--- src/sv/ptms_pkg.sv ---
package ptms_pkg;

    // table geometry
    localparam int TABLE_DEPTH = 256;
    localparam int COORD_WIDTH = 16;

    // derived widths
    localparam int IDX_W   = $clog2(TABLE_DEPTH);
    localparam int CNT_W   = $clog2(TABLE_DEPTH + 1);
    localparam int POINT_W = 2 * COORD_WIDTH;
    localparam int PROD_W  = 2 * COORD_WIDTH;
    localparam int DIST_W  = 2 * COORD_WIDTH + 1;

    // action codes
    localparam logic [1:0] ACT_CLEAR  = 2'd0;
    localparam logic [1:0] ACT_APPEND = 2'd1;
    localparam logic [1:0] ACT_QUERY  = 2'd2;

    // input transaction
    typedef struct packed {
        logic [1:0]                    action;
        logic signed [COORD_WIDTH-1:0] point_x;
        logic signed [COORD_WIDTH-1:0] point_y;
    } t_item;

    // result transaction
    typedef struct packed {
        logic                          found;
        logic [CNT_W-1:0]              match_index;
        logic signed [COORD_WIDTH-1:0] echo_x;
        logic signed [COORD_WIDTH-1:0] echo_y;
    } t_result;

    // table access between sequencer and storage
    typedef struct packed {
        logic             en;
        logic [IDX_W-1:0] addr;
    } t_rd_req;

    typedef struct packed {
        logic               en;
        logic [IDX_W-1:0]   addr;
        logic [POINT_W-1:0] point;
        logic [DIST_W-1:0]  distance;
    } t_wr_req;

    typedef struct packed {
        logic [POINT_W-1:0] point;
        logic [DIST_W-1:0]  distance;
    } t_entry;

endpackage

--- src/sv/ptms_ctrl.sv ---
module ptms_ctrl (
    input  logic              i_clk,
    input  logic              i_rst_n,
    input  logic              i_start,
    input  ptms_pkg::t_item   i_item,
    input  logic              i_ordered,
    input  ptms_pkg::t_entry  i_rd_data,
    output logic              o_busy,
    output ptms_pkg::t_rd_req o_rd,
    output ptms_pkg::t_wr_req o_wr,
    output logic              o_res_valid,
    output ptms_pkg::t_result o_res
);

    localparam int CW = ptms_pkg::COORD_WIDTH;
    localparam int NW = ptms_pkg::CNT_W;
    localparam int AW = ptms_pkg::IDX_W;

    localparam logic [3:0] S_IDLE    = 4'd0;
    localparam logic [3:0] S_SQX     = 4'd1;
    localparam logic [3:0] S_SQY     = 4'd2;
    localparam logic [3:0] S_APPEND  = 4'd3;
    localparam logic [3:0] S_LSCAN   = 4'd4;
    localparam logic [3:0] S_BLOOP   = 4'd5;
    localparam logic [3:0] S_BCMP    = 4'd6;
    localparam logic [3:0] S_FLO     = 4'd7;
    localparam logic [3:0] S_FLO_CMP = 4'd8;
    localparam logic [3:0] S_FHI     = 4'd9;
    localparam logic [3:0] S_FHI_CMP = 4'd10;

    logic [3:0]                   r_state, n_state;
    logic [1:0]                   r_act, n_act;
    logic signed [CW-1:0]         r_x, n_x;
    logic signed [CW-1:0]         r_y, n_y;
    logic [NW-1:0]                r_count, n_count;
    logic [NW-1:0]                r_ptr, n_ptr;
    logic [NW-1:0]                r_lo, n_lo;
    logic [NW-1:0]                r_hi, n_hi;
    logic [NW-1:0]                r_mid, n_mid;
    logic                         r_pend, n_pend;
    logic [ptms_pkg::DIST_W-1:0]  r_acc, n_acc;

    logic [CW-1:0]                sq_op;
    logic [ptms_pkg::PROD_W-1:0]  prod;
    logic                         pt_eq;
    logic                         dist_lt;
    logic                         dist_gt;
    logic [NW:0]                  mid_sum;
    logic [NW-1:0]                span;
    logic                         fin;
    logic                         fin_found;
    logic [NW-1:0]                fin_idx;

    // shared squaring unit: |x| in the first pass, |y| in the second
    always_comb begin
        if (r_state == S_SQX) begin
            sq_op = r_x[CW-1] ? ($unsigned(~r_x) + 1'b1) : $unsigned(r_x);
        end else begin
            sq_op = r_y[CW-1] ? ($unsigned(~r_y) + 1'b1) : $unsigned(r_y);
        end
        prod = sq_op * sq_op;
    end

    // shared compare unit against the registered table read
    assign pt_eq   = (i_rd_data.point == {r_x, r_y});
    assign dist_lt = (i_rd_data.distance < r_acc);
    assign dist_gt = (i_rd_data.distance > r_acc);

    // binary search midpoint and window size
    assign mid_sum = {1'b0, r_lo} + {1'b0, r_hi};
    assign span    = r_hi - r_lo;

    // sequencer
    always_comb begin
        n_state   = r_state;
        n_act     = r_act;
        n_x       = r_x;
        n_y       = r_y;
        n_count   = r_count;
        n_ptr     = r_ptr;
        n_lo      = r_lo;
        n_hi      = r_hi;
        n_mid     = r_mid;
        n_pend    = r_pend;
        n_acc     = r_acc;
        o_rd      = '0;
        o_wr      = '0;
        fin       = 1'b0;
        fin_found = 1'b0;
        fin_idx   = r_count;

        unique case (r_state)
            S_IDLE: begin
                if (i_start) begin
                    n_act = i_item.action;
                    n_x   = i_item.point_x;
                    n_y   = i_item.point_y;
                    unique case (i_item.action)
                        ptms_pkg::ACT_CLEAR: begin
                            n_count = '0;
                        end
                        ptms_pkg::ACT_APPEND: begin
                            n_state = S_SQX;
                        end
                        ptms_pkg::ACT_QUERY: begin
                            n_lo   = '0;
                            n_hi   = r_count;
                            n_ptr  = r_count;
                            n_pend = 1'b0;
                            n_state = i_ordered ? S_SQX : S_LSCAN;
                        end
                        default: begin
                        end
                    endcase
                end
            end
            S_SQX: begin
                n_acc   = {1'b0, prod};
                n_state = S_SQY;
            end
            S_SQY: begin
                n_acc   = r_acc + {1'b0, prod};
                n_state = (r_act == ptms_pkg::ACT_APPEND) ? S_APPEND : S_BLOOP;
            end
            S_APPEND: begin
                if (r_count < NW'(ptms_pkg::TABLE_DEPTH)) begin
                    o_wr.en       = 1'b1;
                    o_wr.addr     = r_count[AW-1:0];
                    o_wr.point    = {r_x, r_y};
                    o_wr.distance = r_acc;
                    n_count       = r_count + 1'b1;
                end
                n_state = S_IDLE;
            end
            // reverse scan: issue one read per cycle, compare the previous one
            S_LSCAN: begin
                if (r_pend && pt_eq) begin
                    fin       = 1'b1;
                    fin_found = 1'b1;
                    fin_idx   = r_mid;
                end else if (r_ptr == '0) begin
                    fin = 1'b1;
                end else begin
                    o_rd.en   = 1'b1;
                    o_rd.addr = AW'(r_ptr - 1'b1);
                    n_mid     = r_ptr - 1'b1;
                    n_ptr     = r_ptr - 1'b1;
                    n_pend    = 1'b1;
                end
            end
            S_BLOOP: begin
                if (span > NW'(1)) begin
                    o_rd.en   = 1'b1;
                    o_rd.addr = mid_sum[AW:1];
                    n_mid     = mid_sum[NW:1];
                    n_state   = S_BCMP;
                end else begin
                    n_state = S_FLO;
                end
            end
            S_BCMP: begin
                if (dist_lt) begin
                    n_lo    = r_mid;
                    n_state = S_BLOOP;
                end else if (dist_gt) begin
                    n_hi    = r_mid;
                    n_state = S_BLOOP;
                end else begin
                    fin       = 1'b1;
                    fin_found = 1'b1;
                    fin_idx   = r_mid;
                end
            end
            // final exact checks of the low and high bounds
            S_FLO: begin
                if (r_lo < r_count) begin
                    o_rd.en   = 1'b1;
                    o_rd.addr = r_lo[AW-1:0];
                    n_state   = S_FLO_CMP;
                end else begin
                    n_state = S_FHI;
                end
            end
            S_FLO_CMP: begin
                if (pt_eq) begin
                    fin       = 1'b1;
                    fin_found = 1'b1;
                    fin_idx   = r_lo;
                end else begin
                    n_state = S_FHI;
                end
            end
            S_FHI: begin
                if (r_hi < r_count) begin
                    o_rd.en   = 1'b1;
                    o_rd.addr = r_hi[AW-1:0];
                    n_state   = S_FHI_CMP;
                end else begin
                    fin = 1'b1;
                end
            end
            S_FHI_CMP: begin
                fin = 1'b1;
                if (pt_eq) begin
                    fin_found = 1'b1;
                    fin_idx   = r_hi;
                end
            end
            default: begin
                n_state = S_IDLE;
            end
        endcase

        if (fin) begin
            n_state = S_IDLE;
        end
    end

    // control and datapath registers
    always_ff @(posedge i_clk) begin
        if (!i_rst_n) begin
            r_state <= S_IDLE;
            r_count <= '0;
            r_pend  <= 1'b0;
        end else begin
            r_state <= n_state;
            r_count <= n_count;
            r_pend  <= n_pend;
        end
        r_act <= n_act;
        r_x   <= n_x;
        r_y   <= n_y;
        r_ptr <= n_ptr;
        r_lo  <= n_lo;
        r_hi  <= n_hi;
        r_mid <= n_mid;
        r_acc <= n_acc;
    end

    // finished query
    assign o_busy            = (r_state != S_IDLE);
    assign o_res_valid       = fin;
    assign o_res.found       = fin_found;
    assign o_res.match_index = fin_idx;
    assign o_res.echo_x      = fin_found ? r_x : '0;
    assign o_res.echo_y      = fin_found ? r_y : '0;

endmodule

--- config.mk ---
export PLATFORM = sky130hd
export DESIGN_NAME = ptms_ctrl
export DESIGN_NICKNAME = d
export VERILOG_FILES = /design/src/sv/ptms_pkg.sv /design/src/sv/ptms_ctrl.sv
export SDC_FILE = /design/constraint.sdc
export NUM_CORES = 1
export LEC_CHECK = 0
export BUFFER_PORTS_ARGS = -buffer_cell sky130_fd_sc_hd__buf_2
export CAP_MARGIN = 25
export CORE_MARGIN = 10
export CORE_UTILIZATION = 43
export DETAILED_ROUTE_END_ITERATION = 16
export SETUP_SLACK_MARGIN = 0.02
export SYNTH_ARGS = -nofsm -noshare
export SYNTH_HDL_FRONTEND = slang
export SYNTH_SLANG_ARGS = --single-unit
--- constraint.sdc ---
create_clock -name i_clk -period 21.1 [get_ports i_clk]
set_clock_uncertainty 0.05 [all_clocks]
set_input_delay 2.11 -clock i_clk [delete_from_list [all_inputs] [get_ports i_clk]]
set_output_delay 2.11 -clock i_clk [all_outputs]
set_load 0.005 [all_outputs]
== Yosys cells after proc, flatten, opt, wreduce, memory -nomap -nowiden ==
Cells that the tools add are included.
Operators by class
  mux-type cells: 63
  order comparisons: 6
  equal/unequal tests: 28
  reductions and logical operators: 20
  $add $sub $neg: 7
  multiply operators: 1
  bitwise operators: 4
Operator list (number)
  $mux 9: 23
  $mux 74: 2
  $pmux 9 s2: 5
  $mux 16: 5
  $pmux 9 s4: 2
  $pmux 33 s2: 1
  $pmux 4 s9: 1
  $add 33x32->33: 1
  $gt 33x33->1: 1
  $lt 33x33->1: 1
  $add 16x1->16 const B: 2
  $eq 32x32->1: 1
  $mul 16x16->32: 1
  $not 16->16: 2
  $ne 2x2->1 const B: 11
  $mux 4: 5
  $lt 9x9->1: 2
  $eq 4x3->1 const B: 4
  $mux 1: 13
  $eq 4x4->1 const B: 3
  $reduce_and 4->1: 3
  $add 9x9->10: 1
  $reduce_and 5->1: 2
  $reduce_bool 2->1: 5
  other kinds (26): 32
Word-level totals
  word-level logic and storage cells: 140
  flip-flop bits (word level): 117
  output and inout port bits: 127

== Logic depth before layout (Yosys ltp) ==
Gate-level depths: netlist of run 1.
  depth after elaboration: 7
  mapped depth: 42
  mapped depth without buffers: 40

== Least setup slack after synthesis of run 1 ==
Ideal clock, no wire load.
  kind: reg2reg
  start point: register r_x[2]
  end point: register r_acc[31] in the netlist's numbering, data pin
  arrival: 8.883 ns
  cell stages (with the launch flop): 35
  path slack: 11.907 ns
  library setup time: 0.260 ns
  cell sequence: edfxtp_1 -> clkbuf_1 -> or4_1 -> nand2b_1 -> o41ai_1 -> xor2_1 -> mux2i_1 -> clkbuf_1 -> nand2_1 -> fa_1 -> inv_1 -> fa_1 -> fa_1 -> fa_1 -> fa_1 -> inv_1 -> fa_1 -> inv_1 -> ha_1 -> a211oi_1 -> o21ai_0 -> a2111oi_0 -> a21oi_1 -> a21oi_1 -> o21ai_1 -> o41ai_1 -> xnor2_1 -> ha_1 -> clkbuf_1 -> a21o_1 -> a21oi_1 -> nor2b_1 -> a2111oi_1 -> xnor2_1 -> mux2_2
On the way
  cells in the longest elaborated chain, start to end: 7
Ends and longest elaborated chain
  start: declaration: RTL line ptms_ctrl.sv:33  | logic signed [CW-1:0] r_x, n_x;
  start signal: assignment: RTL line ptms_ctrl.sv:231  | r_x <= n_x;
  $not 16->16: RTL line ptms_ctrl.sv:57  | sq_op = r_x[CW-1] ? ($unsigned(~r_x) + 1'b1) : $unsigned(r_x);
  $add 16x1->16: RTL line ptms_ctrl.sv:57
  $mux 16 (*): RTL line ptms_ctrl.sv:57
  $mux 16 (*): RTL line ptms_ctrl.sv:56  | if (r_state == S_SQX) begin
  $mul 16x16->32 (*): RTL line ptms_ctrl.sv:61  | prod = sq_op * sq_op;
  $add 33x32->33: RTL line ptms_ctrl.sv:122  | n_acc = r_acc + {1'b0, prod};
  $pmux 33 s2 (*): RTL line ptms_ctrl.sv:92  | unique case (r_state)
  named net n_acc (one bit): RTL line ptms_ctrl.sv:41  | logic [ptms_pkg::DIST_W-1:0] r_acc, n_acc;
  end signal: assignment: RTL line ptms_ctrl.sv:237  | r_acc <= n_acc;
  end: declaration: RTL line ptms_ctrl.sv:41
The timed path passes the listed nets; every way through them passes the cells marked *.
A chain may end at the register's enable or synchronous reset.

== Worst setup path in the final report of run 1 ==
  start point: register r_x[7]
  end point: register r_acc[32] in the netlist's numbering, data pin
On the way
  cells in the longest elaborated chain, start to end: 7
Ends and longest elaborated chain (RTL line)
  $not 16->16: ptms_ctrl.sv:57
  $add 16x1->16: ptms_ctrl.sv:57
  $mux 16 (*): ptms_ctrl.sv:57
  $mux 16 (*): ptms_ctrl.sv:56
  $mul 16x16->32 (*): ptms_ctrl.sv:61
  $add 33x32->33 (*): ptms_ctrl.sv:122
  $pmux 33 s2 (*): ptms_ctrl.sv:92
Mark *: on every way between the ends. The rest lies on a longest branch, timed or not.

==> results.py, run 1 <==
metrics = {
    "floorplanning": {
        "die_x_um": 222,
        "die_y_um": 222,
        "design.core.area_sq_mm": 0.0399,
        "row_count": 73,
        "top_level_port_count": 230,
        "floorplan.die_area_sq_mm": 0.0491,
        "starting_utilization_of_the_core_area_pct": 43.8,
    },
    "layout": {
        "layout-drive-gt1-share_pct": 14.6,
        "layout_commonest_cell": "inv_1",
        "design.final.nets": 2673,
        "antenna_cells": 0,
        "most_frequent_cells_in_the_layout": "inv_1, buf_2, ha_1",
        "syn2layout_area_growth_pct": 13.4,
        "fillers": 3794,
    },
    "critical_path": {
        "cp_slowest_stage_delay_ns": 0.83,
        "cp_slowest_cell": "mux2i_1",
        "worstPathMaxFanout": 13,
        "required_arrival_time_at_the_worst_endpoint_ns": 21.33,
        "crit-reg2reg-capture": "r_acc[32]$_SDFFCE_PN0P_",
        "worst-setup-path-type": "reg2reg",
        "worstSetupEndpointType": "flip-flop",
        "timing.critical_path.to": "r_acc[32]$_SDFFCE_PN0P_",
        "regToRegStartpoint": "r_x[7]$_DFFE_PP_",
        "timing.critical_path.arrival_ns": 10.71,
        "slack_of_the_worst_reg_to_reg_path_ns": 10.63,
        "critPathMostFrequentCell": "fa_1",
        "worstSetupStartpoint": "r_x[7]$_DFFE_PP_",
        "critPathLaunchType": "flip-flop",
        "reg2regPathDepth": 34,
    },
    "logic_synthesis": {
        "ys.warnings.count": 0,
        "mappedNetlistArea_sq_mm": 0.0175,
        "ys_dominant_reg_cell": "edfxtp_1",
        "synth_area_leaders": "fa_1, edfxtp_1, ha_1",
        "synth_adder_area_share_pct": 33.6,
        "synth_largest_area_cell": "fa_1",
        "async_reset_ff_share_pct": 0,
        "synth-edff-count": 103,
        "synth_compound_gate_area_share_pct": 13.4,
        "netlist-cell-type-count": 77,
        "share_of_the_synthesized_area_in_the_top_cell_type_pct": 18.9,
        "yosysSeqAreaShare_pct": 19.3,
        "yosys-mux-area-fraction_pct": 1.38,
        "synth_simple_gate_area_share_pct": 16.7,
        "post_synth_inst_count": 1992,
        "synth_area_per_cell_sq_um": 8.77,
        "synth_top_family_by_area": "adder cells",
        "synth-xor-area-share_pct": 7.06,
        "ys_seq_elements": 117,
    },
    "clock_network": {
        "clock_path_buffers": 2,
        "cts-root-buf": "clkbuf_16",
        "post_cts.repair.setup_buffers": 0,
        "postCtsResizedCells": 0,
        "cts_tree": "built",
        "htree_levels": 4,
        "insertion_delay_ns": 0.44,
        "clkSlewWorstSetupHoldPaths_ns": 0.06,
        "cts_sinks": 117,
        "tritoncts.num_buffers": 17,
        "ctsHoldBuffers": 0,
    },
    "sta": {
        "hold_ws_ns": 0.440,
        "finalSetupTns_ns": 0,
        "rsz_0062_raised_after_global_routing": "false",
        "min_period_over_period_pct": 49.6,
        "max_freq_mhz": 95.5,
        "setup_violations": 0,
        "period_needed_ns": 10.47,
        "finalHoldViolations": 0,
        "final-max-slew-violation-count": 0,
        "worst-slew-pin-transition_ns": 1.06,
        "timing.max_slew.rel_slack_pct": 27.5,
    },
    "global_route": {
        "grt_overflow_total": 0,
        "antenna_found_initial": 0,
        "first_pass_grt_wire_length_um": 82600,
        "maximum_number_of_pins_on_one_net_before_global_route_repair": 43,
        "vias_in_the_first_global_route": 15200,
        "globalRouteTotalUtil_pct": 20.6,
    },
    "route": {
        "drc": 0,
        "wl_per_cell_um": 18.9,
        "first_iter_violations": 960,
        "detailroute.via_count": 14700,
        "ant_nets": 0,
        "drtPass1Iterations": 6,
        "wirelength_um": 51700,
        "via_per_inst": 5.36,
    },
    "worst_hold_path": {
        "hold_path_class": "reg2reg",
    },
    "placed_design": {
        "buffer_ports.inserted": 229,
        "place_hpwl_um": 42800,
        "place_congestion": 0.924,
    },
    "job": {
        "drv.max_cap_violation_count": 0,
    },
    "outcome": {
        "run_status": "completed",
    },
}
==> worst min-delay path by stage <==
stage	startpoint	endpoint	slack [ns]	cells after the start
2_1_floorplan	r_pend$_SDFFE_PN0P_	r_pend$_SDFFE_PN0P_	0.40	2
3_3_place_gp	r_pend$_SDFFE_PN0P_	r_pend$_SDFFE_PN0P_	0.41	2
3_5_place_dp	r_pend$_SDFFE_PN0P_	r_pend$_SDFFE_PN0P_	0.43	2
4_1_cts	r_pend$_SDFFE_PN0P_	r_pend$_SDFFE_PN0P_	0.44	2
5_1_grt	r_pend$_SDFFE_PN0P_	r_pend$_SDFFE_PN0P_	0.47	2
6_report	r_pend$_SDFFE_PN0P_	r_pend$_SDFFE_PN0P_	0.44	2
==> state kept, by name, summed over array words and instances, names as in the netlist <==
name	count
r_mid	9
r_ptr	9
r_state	4
r_acc	33
r_pend	1
r_act	2
r_y	16
r_count	9
r_lo	9
r_x	16
r_hi	9
==> cells in the mapped netlist (all sizes together), types with 15 or more instances <==
cell / instances
a21o: 41
a21oi: 87
and2: 117
clkbuf: 58
edfxtp: 103
fa: 165
ha: 205
inv: 317
nand2: 167
nand2b: 16
nand3: 33
nand4: 15
nor2: 153
nor3: 25
nor4: 19
o21a: 16
o21ai: 92
xnor2: 60
xor2: 80
==> stage by stage <==
stage / worst slack [ns] / utilization, % / cells / instance area, sq um
4_1_cts: 10.62 / 49.6 / 2737 / 19800
3_5_place_dp: 10.71 / 48.1 / 2705 / 19200
2_1_floorplan: 11.91 / - / 2001 / 17500
6_report: 10.63 / 49.6 / 2738 / 19800
3_3_place_gp: 10.89 / 48.1 / 2705 / 19200
5_1_grt: 9.74 / 49.6 / 2738 / 19800
==> cell type report <==
| type | instances | area [sq um] | share of cell area [%] |
|---|---|---|---|
| Clock buffer | 20 | 489 | 2.47 |
| Tap cell | 525 | 657 | 3.32 |
| Multi-Input combinational cell | 1496 | 12700 | 64.1 |
| Inverter | 320 | 1200 | 6.07 |
| Clock inverter | 12 | 104 | 0.524 |
| Timing Repair Buffer | 248 | 1290 | 6.51 |
| Sequential cell | 117 | 3370 | 17.0 |
==> cells by family after synthesis <==
logic type,count (synthesis)
AO/OA/AOI/OAI,356
XOR/XNOR,140
adder cells (fa/ha/maj),370
buffers and inverters,388
flip-flops,117
multiplexers,23
other,2
AND/OR/NAND/NOR,596
==> critical path: cells and delay by family, from the launching register on <==
kind	cells	cell delay [ns]
compound gates	9	2.20
xor+xnor	3	0.46
fa+ha+maj	8	3.60
buf+inv	4	0.55
flops	1	0.52
mux	1	0.83
simple gates	9	2.09
==> metal layers <==
layer	share of wire [%]	up-vias	wire, um	GRT usage [%]
li1	-	7054	-	-
met1	43	7151	22100	25.5
met2	50	419	25700	36.1
met3	5.7	61	2960	3.68
met4	1.9	0	964	5.31
met5	0	-	0	0
Power of run 1 is left out: the tool's default activity adds up to more than one toggle a clock period on the data nets, which glitch-free logic cannot reach.
==> inputs of run 2 (changes only) <==
==> constraint.sdc (replaced) <==
create_clock -name i_clk -period 10.85 [get_ports i_clk]
set_clock_uncertainty 0.05 [all_clocks]
set_input_delay 1.085 -clock i_clk [delete_from_list [all_inputs] [get_ports i_clk]]
set_output_delay 1.085 -clock i_clk [all_outputs]
set_load 0.005 [all_outputs]
==> results.py, run 2 (synthesized netlist as in run 1, its figures left out) <==
metrics = {
    "layout": {
        "reg_top3": "r_acc (33), r_x (16), r_y (16)",
        "most_frequent_cells_in_the_layout": "inv_1, buf_2, ha_1",
        "layout.area.seq_sq_mm": 0.00337,
        "largest_register_ffs": 33,
        "max_flop_register": "r_acc",
        "design.final.nets": 2678,
        "fillers": 3850,
        "syn2layout_area_growth_pct": 13.5,
        "layout_commonest_cell": "inv_1",
        "multi_input_comb_area_sq_mm": 0.0127,
        "final_core_util_pct": 49.7,
        "layout-drive-gt1-share_pct": 14.8,
        "antenna_cells": 0,
    },
    "global_route": {
        "antenna_found_initial": 0,
        "first_pass_grt_wire_length_um": 83500,
        "maximum_number_of_pins_on_one_net_before_global_route_repair": 43,
        "globalRouteTotalUtil_pct": 20.8,
        "vias_in_the_first_global_route": 15400,
        "grt_overflow_total": 0,
    },
    "placed_design": {
        "buffer_ports.inserted": 229,
        "place_hpwl_um": 43300,
        "place_congestion": 0.915,
        "dpl_worst_slack_ns": 0.644,
    },
    "route": {
        "wl_per_cell_um": 18.9,
        "top_layer_used": "met4",
        "ant_nets": 0,
        "wl_met1_um": 22100,
        "drc": 0,
        "wl_met3_um": 2640,
        "via_per_inst": 5.34,
        "drtPass1Iterations": 5,
        "detailroute.via_count": 14600,
        "first_iter_violations": 794,
        "wirelength_um": 52000,
        "routed-wl-met2_um": 26100,
    },
    "floorplanning": {
        "design.core.area_sq_mm": 0.0399,
        "die_x_um": 222,
        "top_level_port_count": 230,
        "starting_utilization_of_the_core_area_pct": 43.8,
        "floorplan.die_area_sq_mm": 0.0491,
        "die_y_um": 222,
        "row_count": 73,
    },
    "critical_path": {
        "cp_slowest_stage_delay_ns": 0.61,
        "required_arrival_time_at_the_worst_endpoint_ns": 11.09,
        "worst-setup-path-type": "reg2reg",
        "slack_of_the_worst_reg_to_reg_path_ns": 0.74,
        "critPathLaunchType": "flip-flop",
        "timing.critical_path.arrival_ns": 10.35,
        "worstSetupEndpointType": "flip-flop",
        "crit-reg2reg-capture": "r_acc[32]$_SDFFCE_PN0P_",
        "critPathMostFrequentCell": "fa_1",
        "worstPathMaxFanout": 13,
        "regToRegStartpoint": "r_x[3]$_DFFE_PP_",
        "cp_slowest_cell": "or4_1",
        "reg2regPathDepth": 36,
    },
    "worst_hold_path": {
        "min_from": "r_pend$_SDFFE_PN0P_",
        "worst_hold_path.num_cells": 2,
        "hold_path_class": "reg2reg",
        "worstHoldEndpoint": "r_pend$_SDFFE_PN0P_",
    },
    "sta": {
        "final_critical_path_setup_slack_ns": 0.736,
        "setup_violations": 0,
        "finalSetupTns_ns": 0,
        "max_freq_mhz": 98.9,
        "rsz_0062_raised_after_global_routing": "false",
        "timing.max_slew.rel_slack_pct": 33.8,
        "final-max-slew-violation-count": 0,
        "worst-slew-pin-transition_ns": 0.989,
        "period_needed_ns": 10.11,
        "finalHoldViolations": 0,
        "min_period_over_period_pct": 93.2,
    },
    "job": {
        "drv.max_cap_violation_count": 0,
    },
    "clock_network": {
        "post_cts.repair.setup_buffers": 0,
        "cts_tree": "built",
        "clock_path_buffers": 2,
        "clkSlewWorstSetupHoldPaths_ns": 0.06,
        "insertion_delay_ns": 0.44,
        "htree_levels": 4,
        "cts-root-buf": "clkbuf_16",
        "cts_sinks": 117,
        "tritoncts.num_buffers": 17,
    },
    "outcome": {
        "run_status": "completed",
    },
}
## run 2: worst max-delay path: cells and delay by family, from the launching register on
family,cells,cell delay (ns)
flops,1,0.51
simple gates,8,1.93
fa+ha+maj,8,3.92
buf+inv,6,0.57
compound gates,11,2.55
mux,1,0.09
xor+xnor,2,0.35
## run 2: per-layer routing
| metal | GRT usage (%) | vias to the layer above |
|---|---|---|
| met5 | 0 | - |
| li1 | - | 7053 |
| met3 | 3.45 | 72 |
| met1 | 25.6 | 7107 |
| met4 | 5.88 | 0 |
| met2 | 36.8 | 404 |
## run 2: area by class of cell
| type | instances | area share [%] |
|---|---|---|
| clock inverters | 13 | 0.644 |
| multi-input cells | 1496 | 64.0 |
| repair buffers | 253 | 6.69 |
| flip-flops and latches | 117 | 17.0 |
| clock buffers | 19 | 2.23 |
| inverters | 320 | 6.06 |
| well taps | 525 | 3.31 |
## run 2: worst max-delay path by stage
stage	slack, ns	cells past startpoint	start	to
floorplan	1.66	34	r_x[2]$_DFFE_PP_	r_acc[31]$_DFFE_PP_
global placement	0.83	32	r_x[2]$_DFFE_PP_	r_acc[31]$_DFFE_PP_
detailed placement	0.64	32	r_x[2]$_DFFE_PP_	r_acc[31]$_DFFE_PP_
CTS	0.60	34	r_x[2]$_DFFE_PP_	r_acc[32]$_SDFFCE_PN0P_
global route	0.06	36	r_x[2]$_DFFE_PP_	r_acc[32]$_SDFFCE_PN0P_
finish	0.74	36	r_x[3]$_DFFE_PP_	r_acc[32]$_SDFFCE_PN0P_
## run 2: per-stage QoR
stage | area [sq um] | hold WS, ns | std cells
2_1_floorplan | 17500 | 0.400 | 2001
3_3_place_gp | 19200 | 0.407 | 2710
4_1_cts | 19800 | 0.423 | 2743
6_report | 19800 | 0.423 | 2743
3_5_place_dp | 19200 | 0.413 | 2711
5_1_grt | 19800 | 0.456 | 2743
## run 2: repair_timing
action | CTS | global route
hold buffers | 0 | 0
endpoints found under the setup margin | 0 | 3
resized for setup | 0 | 3
Power of run 2 is left out for the same reason.
